**config.mk**
```make
export PLATFORM = sky130hd
export DESIGN_NAME = pmvt_merge
export DESIGN_NICKNAME = d
export VERILOG_FILES = /design/src/pmvt_pkg.sv /design/src/pmvt_merge.sv
export VERILOG_INCLUDE_DIRS = /design/src /design/src/src
export SDC_FILE = /design/constraint.sdc
export NUM_CORES = 1
export LEC_CHECK = 0
export ABC_AREA = 1
export ABC_CLOCK_PERIOD_IN_PS = 1500
export BUFFER_PORTS_ARGS = -buffer_cell sky130_fd_sc_hd__buf_2
export CAP_MARGIN = 20
export CORE_ASPECT_RATIO = 0.7
export CORE_UTILIZATION = 40
export CTS_CLUSTER_SIZE = 24
export DETAILED_ROUTE_END_ITERATION = 8
export PLACE_DENSITY = 0.78
export SETUP_SLACK_MARGIN = 0.5
export SYNTH_ARGS = -nofsm -noshare
export SYNTH_HDL_FRONTEND = slang
export SYNTH_SLANG_ARGS = --single-unit
```
**constraint.sdc**
```tcl
create_clock -name clock -period 1.5 [get_ports clock]
set_input_delay 0 -clock clock [delete_from_list [all_inputs] [get_ports clock]]
set_output_delay 0 -clock clock [all_outputs]
set_load 0.02 [all_outputs]
```
**src/pivot_matrix_vector_transform_defines.svh**
```systemverilog
// Assertion macros shared by the pivot matrix-vector transform RTL.
// No dependencies; include from module bodies that need them.
`ifndef PIVOT_MATRIX_VECTOR_TRANSFORM_DEFINES_SVH
`define PIVOT_MATRIX_VECTOR_TRANSFORM_DEFINES_SVH

// Same-cycle implication, checked on every rising clock outside reset.
`define PMVT_ASSERT_NOW(label, ante, cons) \
   label: assert property (@(posedge clock) disable iff (reset) (ante) |-> (cons)) \
      else $error("pmvt assertion failed");

// Next-cycle implication, checked on every rising clock outside reset.
`define PMVT_ASSERT_NEXT(label, ante, cons) \
   label: assert property (@(posedge clock) disable iff (reset) (ante) |=> (cons)) \
      else $error("pmvt assertion failed");

`endif

```
**src/pmvt_pkg.sv**
```systemverilog
// Package for the pivot matrix-vector transform: widths, types, register indexes.
// Used by pmvt_lane, pmvt_merge and pivot_matrix_vector_transform.
`timescale 1ns / 1ps
`default_nettype none

package pmvt_pkg;

   localparam int DATA_WIDTH     = 16;
   localparam int COEF_FRAC_BITS = 14;
   localparam int LANES          = 3;

   localparam int DIFF_W  = DATA_WIDTH + 1;
   localparam int PROD_W  = DATA_WIDTH + DIFF_W;
   localparam int SUM_W   = PROD_W + 2;
   localparam int RND_W   = SUM_W - COEF_FRAC_BITS;
   localparam int VEC_W   = LANES * DATA_WIDTH;
   localparam int ADDR_W  = 3;

   typedef logic signed [DATA_WIDTH-1:0] data_type;
   typedef logic signed [DIFF_W-1:0]     diff_type;
   typedef logic signed [PROD_W-1:0]     prod_type;
   typedef logic signed [SUM_W-1:0]      sum_type;
   typedef logic signed [RND_W-1:0]      rnd_type;

   typedef data_type [LANES-1:0] vec_type;
   typedef diff_type [LANES-1:0] diff_vec_type;
   typedef prod_type [LANES-1:0] prod_vec_type;

   localparam data_type DATA_MAX = {1'b0, {(DATA_WIDTH-1){1'b1}}};
   localparam data_type DATA_MIN = {1'b1, {(DATA_WIDTH-1){1'b0}}};
   localparam sum_type  ROUND_HALF = SUM_W'(1) << (COEF_FRAC_BITS - 1);

   // Reset matrix swaps x and y: 1.0 in row 0 col 1, row 1 col 0, row 2 col 2.
   localparam logic [VEC_W-1:0] ROW0_RESET = VEC_W'(1) << (COEF_FRAC_BITS + DATA_WIDTH);
   localparam logic [VEC_W-1:0] ROW1_RESET = VEC_W'(1) << COEF_FRAC_BITS;
   localparam logic [VEC_W-1:0] ROW2_RESET = VEC_W'(1) << (COEF_FRAC_BITS + 2 * DATA_WIDTH);

   typedef enum logic [ADDR_W-1:0] {
      REG_ROW0      = 3'd0,
      REG_ROW1      = 3'd1,
      REG_ROW2      = 3'd2,
      REG_PIVOT     = 3'd3,
      REG_PIVOT_EN  = 3'd4
   } reg_index_type;

   typedef struct packed {
      logic prod_en;
      logic sum_en;
      logic sat_en;
   } lane_ctrl_type;

   typedef struct packed {
      logic valid;
      logic last;
   } merge_ctrl_type;

endpackage

`default_nettype wire

```
**src/pmvt_merge.sv**
```systemverilog
// Output stage: gathers the lane results into one transfer and ORs the clip flags.
// Depends on pmvt_pkg and the assertion macro header.
`timescale 1ns / 1ps
`default_nettype none

module pmvt_merge (
   input  wire logic                         clock,
   input  wire logic                         reset,
   input  wire pmvt_pkg::merge_ctrl_type     ctrl,
   input  wire pmvt_pkg::vec_type            lane_result,
   input  wire logic [pmvt_pkg::LANES-1:0]   lane_clip,
   output logic                              take,
   output logic                              rsp_tvalid,
   input  wire logic                         rsp_tready,
   output logic [pmvt_pkg::VEC_W-1:0]        rsp_tdata,   // out_x, out_y, out_z
   output logic                              rsp_tuser,   // clipped
   output logic                              rsp_tlast
);
   import pmvt_pkg::*;

   `include "pivot_matrix_vector_transform_defines.svh"

   logic    valid_ff, valid_in;
   vec_type data_ff;
   logic    clip_ff;
   logic    last_ff;
   logic    at_bound;

   // Load whenever the register is empty or its transfer completes now.
   assign take     = !valid_ff || rsp_tready;
   assign valid_in = take ? ctrl.valid : valid_ff;

   always_ff @(posedge clock) begin
      if (reset) begin
         valid_ff <= 1'b0;
      end else begin
         valid_ff <= valid_in;
      end
   end

   always_ff @(posedge clock) begin
      if (take) begin
         data_ff <= lane_result;
         clip_ff <= |lane_clip;
         last_ff <= ctrl.last;
      end
   end

   assign rsp_tvalid = valid_ff;
   assign rsp_tdata  = data_ff;
   assign rsp_tuser  = clip_ff;
   assign rsp_tlast  = last_ff;

   always_comb begin
      at_bound = 1'b0;
      for (int c = 0; c < LANES; c++) begin
         if ((data_ff[c] == DATA_MAX) || (data_ff[c] == DATA_MIN)) begin
            at_bound = 1'b1;
         end
      end
   end

   `PMVT_ASSERT_NOW(a_clip_at_bound, valid_ff && clip_ff, at_bound)
   `PMVT_ASSERT_NEXT(a_load_shows, ctrl.valid && take, valid_ff)
   `PMVT_ASSERT_NEXT(a_drain_empties, !ctrl.valid && valid_ff && rsp_tready, !valid_ff)

endmodule

`default_nettype wire

```
* Yosys cells after proc, flatten, opt, wreduce, memory -nomap -nowiden
Cells that the tools add are included.
W data, S select, Z words.
** Word-level totals
- Register bits :: 51
- Output and inout port bits :: 52
- Logic and storage cells :: 9
** Operators by class
- Reductions and logical operators :: 3
** Operator list (number)
- $reduce_or A3 Y1 :: 1
- $logic_not A1 Y1 :: 1
- $logic_or A1 B1 Y1 :: 1

* Logic depth before layout (Yosys ltp)
- Depth in word-level cells :: 2
- Depth in mapped cells :: 3
- Depth with buffers taken out :: 3

* Worst setup path after synthesis
No wires, ideal clock.
- Kind :: flip-flop to flip-flop
- Start :: register valid_ff (netlist: rsp_tvalid)
- End :: register data_ff, in the netlist rsp_tdata[0], enable pin
- Library setup time :: 0.478 ns
- Required time :: 1.022 ns
- Clock period less this slack :: 1.504 ns
- Arrival time :: 1.026 ns
- Stages on the path, launching flop included :: 2
- Path buffers :: 0
- Path slack :: -0.004 ns
- Cells stage by stage :: dfxtp_1 > nand2_2
** Between the ends
- Word-level cells in the longest chain between the ends :: 2
** RTL lines
- start: declaration :: line pmvt_merge.sv:23 : logic valid_ff, valid_in;
- start signal: assignment :: line pmvt_merge.sv:37 : valid_ff <= valid_in;
- $logic_not A1 Y1 :: line pmvt_merge.sv:30 : assign take = !valid_ff || rsp_tready;
- $logic_or A1 B1 Y1 :: line pmvt_merge.sv:30
- net take :: line pmvt_merge.sv:12 : output logic take,
- end signal: assignment :: line pmvt_merge.sv:43 : data_ff <= lane_result;
- end: declaration :: line pmvt_merge.sv:24 : vec_type data_ff;
The timed path passes the listed nets, and every way through them passes these cells.
A chain may end at the register's enable or synchronous reset.

* Worst setup path after layout
- Start :: register valid_ff (netlist: rsp_tvalid)
- End :: register data_ff, in the netlist rsp_tdata[27], enable pin
** Between the ends
- Word-level cells in the longest chain between the ends :: 2
** RTL lines (line)
- $logic_not A1 Y1 :: pmvt_merge.sv:30
- $logic_or A1 B1 Y1 :: pmvt_merge.sv:30
No other way between the ends.

==> impl_metrics.toml <==
[yosys]
ys_seq_elements = 51
yosys.area_share.simple_pct = 0.885
synth_top_cell_area_share_pct = 96.5
synth_xor_area_share_pct = 0
synth_top_family_by_area = "simple AND/OR/NAND/NOR gates"
syn_area_um2 = 1560
avgSynthCellArea_um2 = 26.8
synthAdderAreaFrac_pct = 0
synthTopCellsByArea = "edfxtp_1 97%, dfxtp_1 1.3%, inv_1 0.72%, a21oi_2 0.56%, nand2_2 0.40%"
syn_nets = 114
ys_types = 7
synthMuxAreaShare_pct = 0
ys.warnings.count = 0
yosysTopAreaCell = "edfxtp_1"
synth_compound_area_share_pct = 0.563
ys_seq_area_share_pct = 97.8
syn_inst = 58

[min_path]
worstHoldPathType = "input port to register"

[worst_setup_path]
cp_max_fo = 26
crit_path_max_incr_delay_ns = 0.39
reg2reg_setup_slack_ns = 0.50
crit_required_ns = 1.47
path_class = "register to register"
reg2reg_depth = 1
crit_start = "rsp_tvalid$_SDFFE_PP0P_"
crit_end = "rsp_tdata[27]$_DFFE_PP_"
crit_cells = 1
crit-reg2reg-capture = "rsp_tdata[27]$_DFFE_PP_"
path_delay_family = "flip-flops"
r2r-start = "rsp_tvalid$_SDFFE_PP0P_"
cp.arrival_ns = 0.97
worst_setup_path_start_kind = "register"
crit_path_end_kind = "register"
path_cells = "nand2_4"
path_buf_inv = 0
slowest_stage = "dfxtp_4"

[cts]
clockBufferDepth = 2
clock_sinks = 51
cts_max_level = 2
tritoncts = "done"
cts_root_buf = "clkbuf_8"
cts_made_buffers = 5
clk_latency_ns = 0.30
clk_pin_slew_ns = 0.08

[place]
placed_area_um2 = 2170
place_ws_ns = 0.497
gp_congestion = 0.801
portBuffers = 107

[floorplanning]
die_w_um = 76.5
pin_count = 108
start_util_pct = 42.9
core.rowCount = 18
dieHeight_um = 54.2
dieArea_um2 = 4150
core_area_um2 = 3630

[flow_run]
drv_cap = 0

[route]
final_antenna_net_count = 0
drtPass1Iterations = 4
wl_per_cell_um = 15.8
num_vias = 1235
wl_um = 4440
drt_iter0_drc = 51
vias_per_cell = 4.40
drcViolationCount = 0

[cells_and_area]
design_area_um2 = 2850
drive_gt1_share_pct = 51.5
syn_to_final_growth_pct = 83.1
fill_cells = 203
diodes = 0
seq_area_um2 = 1530
multiInputGateArea_um2 = 58.8
nNetsFinal = 286

[sta]
fin_tns_setup_ns = 0
setup-violations-final = 0
final-max-slew-violation-count = 0
max_slew.worst_pin.slew_ns = 0.401
period_needed_ns = 1.00
setup_slack_ns = 0.498
fin_crit_sh_pct = 66.8
maxSlewHeadroom_pct = 73.3
finalHoldViolCount = 0
clock_skew_ns = 0.00377
rsz0062_at_grt = "yes"
fmax_mhz = 998

[global_routing]
grt_pass1_wl_um = 6330
grt_pass1_vias = 1279
grt_use_total_pct = 22.3
grt_max_degree = 27
antenna_found_initial = 0
grt_overflow = 0

[pwr]
power_uw = 2880
power_leakage_uw = 0.00127
peakVddDrop_mv = 0.732
powerDensity_nw_per_um2 = 1010

[status]
status = "finished, final reports clean"
-- worst min-delay path by stage --
stage                           from                       to  cells after the start
after floorplan                reset  rsp_tvalid$_SDFFE_PP0P_                      1
after global placement         reset  rsp_tvalid$_SDFFE_PP0P_                      2
after detailed placement       reset  rsp_tvalid$_SDFFE_PP0P_                      2
after CTS                 rsp_tready  rsp_tdata[22]$_DFFE_PP_                      3
after global routing      rsp_tready  rsp_tdata[29]$_DFFE_PP_                      4
final                     rsp_tready  rsp_tdata[17]$_DFFE_PP_                      3
-- placed cells by master (no fill, tap or decap), drive strengths merged --
| cell | instances |
|---|---|
| buf | 109 |
| nand2 | 4 |
| dlygate4sd3 | 54 |
| nor2 | 1 |
| dfxtp | 1 |
| clkbuf | 6 |
| a21oi | 1 |
| clkinv | 2 |
| edfxtp | 50 |
| inv | 3 |
-- routing by layer --
layer	routed length (µm)	global-route usage [%]	vias to the layer above
met5	0	0	-
met4	57	8.65	0
met3	378	6.78	8
met2	2240	41.1	85
met1	1760	25.2	574
li1	-	-	568
-- power by group --
| group | switching [µW] | internal, µW |
|---|---|---|
| clock | 405 | 319 |
| combinational | 236 | 217 |
| sequential | 32.4 | 1670 |
-- area by class of cell --
type,instances,area share [%]
multi-input combinational,6,2.07
tap,50,2.20
sequential,51,53.6
timing repair buffer,163,39.0
clock inverter,2,0.264
clock buffer,6,2.55
inverter,3,0.395
-- stage by stage --
step                hold WS (ns)  instances  util, %
finish                     0.335        281     78.5
detailed placement         0.157        215     59.8
floorplan                 0.0551         58        -
global placement           0.152        215     59.8
global route               0.356        281     78.5
CTS                        0.279        280     78.0
-- logic make-up after synthesis --
logic type / count (synthesis)
compound gates: 1
buf+inv: 3
flops: 51
simple gates: 3
-- repair_timing --
item	CTS	global route
hold buffers	54	0
gates resized for setup	3	0
endpoints found under the hold margin	51	0
setup endpoints to repair	51	39
pin swaps	1	0
setup buffers	1	1
cloned	2	0
-- cells in the mapped netlist --
cell,n
dfxtp_1,1
nand2_1,1
a21oi_2,1
nand2_2,1
edfxtp_1,50
inv_1,3
nor2_1,1
-- sequential cells by signal (all words and copies together) (netlist names) --
signal	flops
rsp_tdata	48
rsp_tlast	1
rsp_tuser	1
rsp_tvalid	1
No activity file was read; power rests on OpenSTA's default activity.
