## src/pivot_matrix_vector_transform_defines.svh

```systemverilog
// Assertion macros shared by the pivot matrix-vector transform RTL.
// No dependencies; include from module bodies that need them.
`ifndef PIVOT_MATRIX_VECTOR_TRANSFORM_DEFINES_SVH
`define PIVOT_MATRIX_VECTOR_TRANSFORM_DEFINES_SVH

// Same-cycle implication, checked on every rising clock outside reset.
`define PMVT_ASSERT_NOW(label, ante, cons) \
   label: assert property (@(posedge clock) disable iff (reset) (ante) |-> (cons)) \
      else $error("pmvt assertion failed");

// Next-cycle implication, checked on every rising clock outside reset.
`define PMVT_ASSERT_NEXT(label, ante, cons) \
   label: assert property (@(posedge clock) disable iff (reset) (ante) |=> (cons)) \
      else $error("pmvt assertion failed");

`endif

```

## src/pmvt_pkg.sv

```systemverilog
// Package for the pivot matrix-vector transform: widths, types, register indexes.
// Used by pmvt_lane, pmvt_merge and pivot_matrix_vector_transform.
`timescale 1ns / 1ps
`default_nettype none

package pmvt_pkg;

   localparam int DATA_WIDTH     = 16;
   localparam int COEF_FRAC_BITS = 14;
   localparam int LANES          = 3;

   localparam int DIFF_W  = DATA_WIDTH + 1;
   localparam int PROD_W  = DATA_WIDTH + DIFF_W;
   localparam int SUM_W   = PROD_W + 2;
   localparam int RND_W   = SUM_W - COEF_FRAC_BITS;
   localparam int VEC_W   = LANES * DATA_WIDTH;
   localparam int ADDR_W  = 3;

   typedef logic signed [DATA_WIDTH-1:0] data_type;
   typedef logic signed [DIFF_W-1:0]     diff_type;
   typedef logic signed [PROD_W-1:0]     prod_type;
   typedef logic signed [SUM_W-1:0]      sum_type;
   typedef logic signed [RND_W-1:0]      rnd_type;

   typedef data_type [LANES-1:0] vec_type;
   typedef diff_type [LANES-1:0] diff_vec_type;
   typedef prod_type [LANES-1:0] prod_vec_type;

   localparam data_type DATA_MAX = {1'b0, {(DATA_WIDTH-1){1'b1}}};
   localparam data_type DATA_MIN = {1'b1, {(DATA_WIDTH-1){1'b0}}};
   localparam sum_type  ROUND_HALF = SUM_W'(1) << (COEF_FRAC_BITS - 1);

   // Reset matrix swaps x and y: 1.0 in row 0 col 1, row 1 col 0, row 2 col 2.
   localparam logic [VEC_W-1:0] ROW0_RESET = VEC_W'(1) << (COEF_FRAC_BITS + DATA_WIDTH);
   localparam logic [VEC_W-1:0] ROW1_RESET = VEC_W'(1) << COEF_FRAC_BITS;
   localparam logic [VEC_W-1:0] ROW2_RESET = VEC_W'(1) << (COEF_FRAC_BITS + 2 * DATA_WIDTH);

   typedef enum logic [ADDR_W-1:0] {
      REG_ROW0      = 3'd0,
      REG_ROW1      = 3'd1,
      REG_ROW2      = 3'd2,
      REG_PIVOT     = 3'd3,
      REG_PIVOT_EN  = 3'd4
   } reg_index_type;

   typedef struct packed {
      logic prod_en;
      logic sum_en;
      logic sat_en;
   } lane_ctrl_type;

   typedef struct packed {
      logic valid;
      logic last;
   } merge_ctrl_type;

endpackage

`default_nettype wire

```

## src/pmvt_lane.sv

```systemverilog
// One matrix row lane: three products, exact sum plus pivot term, round and saturate.
// Depends on pmvt_pkg.
`timescale 1ns / 1ps
`default_nettype none

module pmvt_lane (
   input  wire logic                    clock,
   input  wire pmvt_pkg::lane_ctrl_type ctrl,
   input  wire pmvt_pkg::vec_type       coef,
   input  wire pmvt_pkg::diff_vec_type  diff,
   input  wire pmvt_pkg::data_type      pivot,
   output pmvt_pkg::data_type           result,
   output logic                         clip
);
   import pmvt_pkg::*;

   prod_vec_type prod_ff, prod_in;
   sum_type      sum_ff, sum_in;
   data_type     result_ff, result_in;
   logic         clip_ff, clip_in;
   sum_type      rounded;
   rnd_type      shifted;

   always_comb begin
      for (int c = 0; c < LANES; c++) begin
         prod_in[c] = $signed(coef[c]) * $signed(diff[c]);
      end
   end

   // Pivot term f * 2^frac enters the sum before rounding.
   always_comb begin
      sum_in = (SUM_W'(pivot) <<< COEF_FRAC_BITS);
      for (int c = 0; c < LANES; c++) begin
         sum_in = sum_in + SUM_W'(prod_ff[c]);
      end
   end

   always_comb begin
      rounded = sum_ff + ROUND_HALF;
      shifted = RND_W'(rounded >>> COEF_FRAC_BITS);
      if (shifted > RND_W'(DATA_MAX)) begin
         result_in = DATA_MAX;
         clip_in   = 1'b1;
      end else if (shifted < RND_W'(DATA_MIN)) begin
         result_in = DATA_MIN;
         clip_in   = 1'b1;
      end else begin
         result_in = shifted[DATA_WIDTH-1:0];
         clip_in   = 1'b0;
      end
   end

   always_ff @(posedge clock) begin
      if (ctrl.prod_en) begin
         prod_ff <= prod_in;
      end
      if (ctrl.sum_en) begin
         sum_ff <= sum_in;
      end
      if (ctrl.sat_en) begin
         result_ff <= result_in;
         clip_ff   <= clip_in;
      end
   end

   assign result = result_ff;
   assign clip   = clip_ff;

endmodule

`default_nettype wire

```

## config.mk

```make
export PLATFORM = sky130hd
export DESIGN_NAME = pmvt_lane
export DESIGN_NICKNAME = d
export VERILOG_FILES = /design/src/pivot_matrix_vector_transform_defines.svh /design/src/pmvt_pkg.sv /design/src/pmvt_lane.sv
export SDC_FILE = /design/constraint.sdc
export NUM_CORES = 2
export LEC_CHECK = 0
export BUFFER_PORTS_ARGS = -buffer_cell sky130_fd_sc_hd__buf_2
export CAP_MARGIN = 15
export CORE_MARGIN = 5
export CORE_UTILIZATION = 40
export DETAILED_ROUTE_END_ITERATION = 10
export GPL_TIMING_DRIVEN = 0
export SLEW_MARGIN = 10
export SYNTH_ARGS = -nofsm -noshare
export SYNTH_HDL_FRONTEND = slang
export SYNTH_SLANG_ARGS = --single-unit
```

## constraint.sdc

```tcl
create_clock -name clock -period 8.4 [get_ports clock]
set_input_delay 0.42 -clock clock [delete_from_list [all_inputs] [get_ports clock]]
set_output_delay 0.42 -clock clock [all_outputs]
set_load 0.005 [all_outputs]
```

Yosys cells after proc, flatten, opt, wreduce, memory -nomap -nowiden
Cells that the tools add are included.
{"block": "word_totals", "register_bits": 151, "input_bits": 119}
{"block": "classes", "add_sub_neg": 4, "mul": 3, "magnitude_cmp": 2, "n_mux": 2}
{"cell": "multiplier 16 x 17 -> 33 bit", "count": 3}
{"cell": "adder 34 x 33 -> 35 bit", "count": 1}
{"cell": "adder 35 x 15 -> 35 bit (second input constant)", "count": 1}
{"cell": "adder 35 x 33 -> 35 bit", "count": 1}
{"cell": "adder 30 x 33 -> 34 bit", "count": 1}
{"cell": "> comparator 21 x 16 -> 1 bit (second input constant)", "count": 1}
{"cell": "< comparator 21 x 16 -> 1 bit (second input constant)", "count": 1}
{"cell": "2-to-1 mux 16 bit", "count": 1}
{"cell": "2-to-1 mux 1 bit", "count": 1}

Logic depth before layout (Yosys ltp)
{"block": "depth", "ltp_word": 3, "mapped_depth": 24, "depth_no_buf": 23}

Least setup slack after synthesis
Ideal clock, no wire load.
{"block": "synth_path", "path_type": "input to register", "start": "input port coef[8] (netlist bit)", "end": "register prod_ff[32] (netlist bit), data pin", "setup_ns": 0.260, "arrival_ns": 6.191, "required_time_ns": 8.140, "setup_slack_ns": 1.949, "cell_stages": 21, "path_buffers": 2, "cell_sequence": "clkbuf_1 > clkbuf_1 > nand2_1 > fa_1 > inv_1 > fa_1 > fa_1 > fa_1 > fa_1 > inv_1 > fa_1 > inv_1 > ha_1 > and2_4 > a221o_1 > a221o_1 > a221o_1 > a2111oi_2 > o21bai_1 > a21oi_1 > xnor2_1"}
{"element": "start, declared", "line_no": "pmvt_lane.sv:9", "source": "input wire pmvt_pkg::vec_type coef,"}
{"element": "end signal, assigned", "line_no": "pmvt_lane.sv:55", "source": "prod_ff <= prod_in;"}
{"element": "end, declared", "line_no": "pmvt_lane.sv:17", "source": "prod_vec_type prod_ff, prod_in;"}

==> reports/qor.yml <==
worst_setup_path:
  cpMostUsedCell: "fa_1"
  crit_arrival_ns: 7.30
  critPathBufInv: 7
  regToRegSetupSlack_ns: 4.56
  worstSetupStartpointType: "input pin"
  critPathKind: "input pin to flop"
  worstPathRequired_ns: 8.58
  slowest_stage: "fa_1"
  path_cells: "clkbuf_1, clkbuf_1, nand2_1, fa_1, inv_1, fa_1, inv_1, fa_1, inv_1, fa_1, fa_1, inv_1, fa_1, inv_1, ha_1, nand4_1, nor2_1, a31oi_2, o31ai_1, a311oi_1, o41ai_1, a21oi_1, xnor2_1"
  worstSetupEndpointType: "flop"
  worstPathMaxFanout: 10
  max_stage_delay_ns: 0.55
  critPathTopFamily: "adder cells"
route:
  drt-initial-drc-count: 1499
  final_antenna_net_count: 0
  dr_total_vias: 25910
  first_pass_iters: 5
  drc_errors: 0
  wire_per_inst_um: 17.9
  drt-total-wl_mm: 93.6
  vias_per_cell: 4.95
placement:
  io_buffers: 126
  dp_hpwl_mm: 81.7
  gp_congestion: 0.910
  dpl-instance-area_um2: 39900
clock_network:
  cts-root-buf: "clkbuf_16"
  cts_resized: 0
  post-cts-setup-buffers: 0
  cts_tree: "yes"
  clk_pin_slew_ns: 0.06
  clockBufferDepth: 2
  htree_levels: 4
  clk_latency_ns: 0.42
  cts.sinks: 138
  cts-buffers-inserted: 17
  hold_buffers: 0
final_layout:
  drive_gt1_share_pct: 4.10
  syn2layout_area_growth_pct: 7.35
  finalInstanceArea_um2: 40400
  fin_nets: 5259
yosys:
  synthArstFlopShare_pct: 0
  yosysTopAreaCellShare_pct: 46.8
  synth_cells: 3817
  ys_seq_area_share_pct: 11.0
  ys.flop_type: "edfxtp_1"
  synth.distinct_cells: 66
  synthTopCellsByCount: "inv_1, fa_1, nand2_1"
  yosys_warnings: 0
  yosys.area.top_type: "fa_1"
  synth_enable_flop_cells: 138
  netlist_top_cells_area: "fa_1, edfxtp_1, ha_1, inv_1, and2_1"
  netlist_area_um2: 37600
  ys_seq_elements: 138
  syn_nets: 5113
  yosysMostFrequentCell: "inv_1"
  syn_area_per_cell_um2: 9.86
floorplanning:
  core_um2: 93300
  rows: 112
  die_w_um: 317
  die_height_um: 317
  dieArea_um2: 100000
  start_util_pct: 40.3
  ios: 136
run_status:
  outcome: "finished, final reports clean"
global_routing:
  grt_max_degree: 69
  globalRouteTotalUtil_pct: 19.4
  gr-total-overflow: 0
  grt_pass1_wl_mm: 151
  grt_pass1_vias: 27645
  grt_antenna_before_repair: 8
flow_run:
  drv_cap: 0
timing:
  skew_ns: 0.0125
  grt_setup_unrepaired: "no"
  setup_violations: 0
  fin_crit_ns: 7.12
  fmaxAchievable_ghz: 0.140
  hold_viol_final: 0
  worst_pin_slew_ns: 0.812
  period_share_pct: 84.8
  report.final.slew_viol_count: 0
  slew_headroom_pct: 45.4
  fin_tns_setup_ns: 0
min_path:
  hold_class: "input pin to flop"
==> per-layer routing <==
layer | up-vias | global-route usage (%) | part of all wire [%]
met5 | - | 0 | 0.064
met4 | 8 | 4.20 | 2.2
met3 | 120 | 2.55 | 5.9
met2 | 674 | 32.3 | 47
met1 | 13382 | 27.4 | 44
li1 | 11726 | - | -
==> path summary, 6_finish.rpt <==
kind | start | end | cells past startpoint
max reg2reg | prod_ff[4]$_DFFE_PP_ | sum_ff[29]$_DFFE_PP_ | 12
min reg2reg | sum_ff[34]$_DFFE_PP_ | result[15]$_SDFFCE_PN0P_ | 1
min | ctrl[0] | result[3]$_SDFFCE_PN1P_ | 1
max | coef[23] | prod_ff[64]$_DFFE_PP_ | 23
==> cell usage in the layout, fill, tap and decap left out, types with 4 or more instances in the layout <==
master | netlist | layout
o21a_1 | 10 | 10
nor3_1 | 19 | 19
o2111ai_1 | 4 | 4
inv_1 | 925 | 925
xor2_1 | 30 | 30
nand3_1 | 21 | 21
fa_1 | 880 | 880
o21ai_0 | 55 | 55
a221o_1 | 4 | 4
and2_1 | 396 | 396
a31oi_1 | 6 | 6
ha_1 | 297 | 297
nand2b_1 | 20 | 20
buf_2 | 0 | 125
clkbuf_1 | 110 | 112
o31ai_1 | 9 | 9
nor2_1 | 100 | 100
a21o_1 | 32 | 32
nand4_1 | 15 | 15
o31a_1 | 4 | 4
a211o_1 | 5 | 5
a211oi_1 | 4 | 4
clkbuf_16 | 0 | 17
o41ai_1 | 6 | 6
xnor2_1 | 111 | 111
o211ai_1 | 6 | 6
nand2_1 | 422 | 422
a21oi_1 | 96 | 96
and3_1 | 13 | 13
nor2b_1 | 13 | 13
edfxtp_1 | 138 | 138
o21bai_1 | 15 | 15
==> logic make-up (layout without fill, tap and decap cells) <==
kind of cell               count (synthesis)  count (layout)  share of synthesized area, %
and+or+nand+nor                         1034            1034                          13.6
xor gates and xnor gates                 141             141                          3.28
other                                      0               2                             0
AOI/OAI and AO/OA                        291             291                          5.08
buffers and inverters                   1036            1194                          10.3
adders and majority gates               1177            1177                          56.7
DFF                                      138             138                          11.0
==> through the flow <==
stage	setup WS, ns	hold WS (ns)	util (%)	instances
final	1.28	0.461	43.3	5231
after global routing	0.884	0.458	43.3	5230
after CTS	1.41	0.446	43.3	5229
after detailed placement	0.969	0.662	42.7	5198
after global placement	1.00	0.656	42.7	5197
after floorplan	1.95	0.532	-	3817
==> worst reg2reg max path: stages, from the launching register on <==
cell	delay (ns)
edfxtp_1	0.52
fa_1	0.60
ha_1	0.23
ha_1	0.29
nand4_1	0.07
o21ai_0	0.17
a221oi_1	0.13
o31a_1	0.38
o21ai_0	0.32
a21oi_1	0.16
o21ai_0	0.41
a31oi_1	0.17
xnor2_1	0.15
==> cell type report <==
cell class | count | area (um2)
Fill cell | 9222 | 52900
Multi-Input combinational cell | 2643 | 29600
Sequential cell | 138 | 4140
Inverter | 925 | 3470
Tap cell | 1254 | 1570
Timing Repair Buffer | 127 | 661
Clock buffer | 19 | 433
Buffer | 111 | 417
Clock inverter | 12 | 100
Antenna cell | 2 | 5.00
==> sequential cells by signal, summed over array words and instances (netlist names) <==
register  cells
clip          1
sum_ff       22
prod_ff      99
result       16
Power is left out: the tool's default activity adds up to more than one toggle a clock period on the data nets, which glitch-free logic cannot reach.
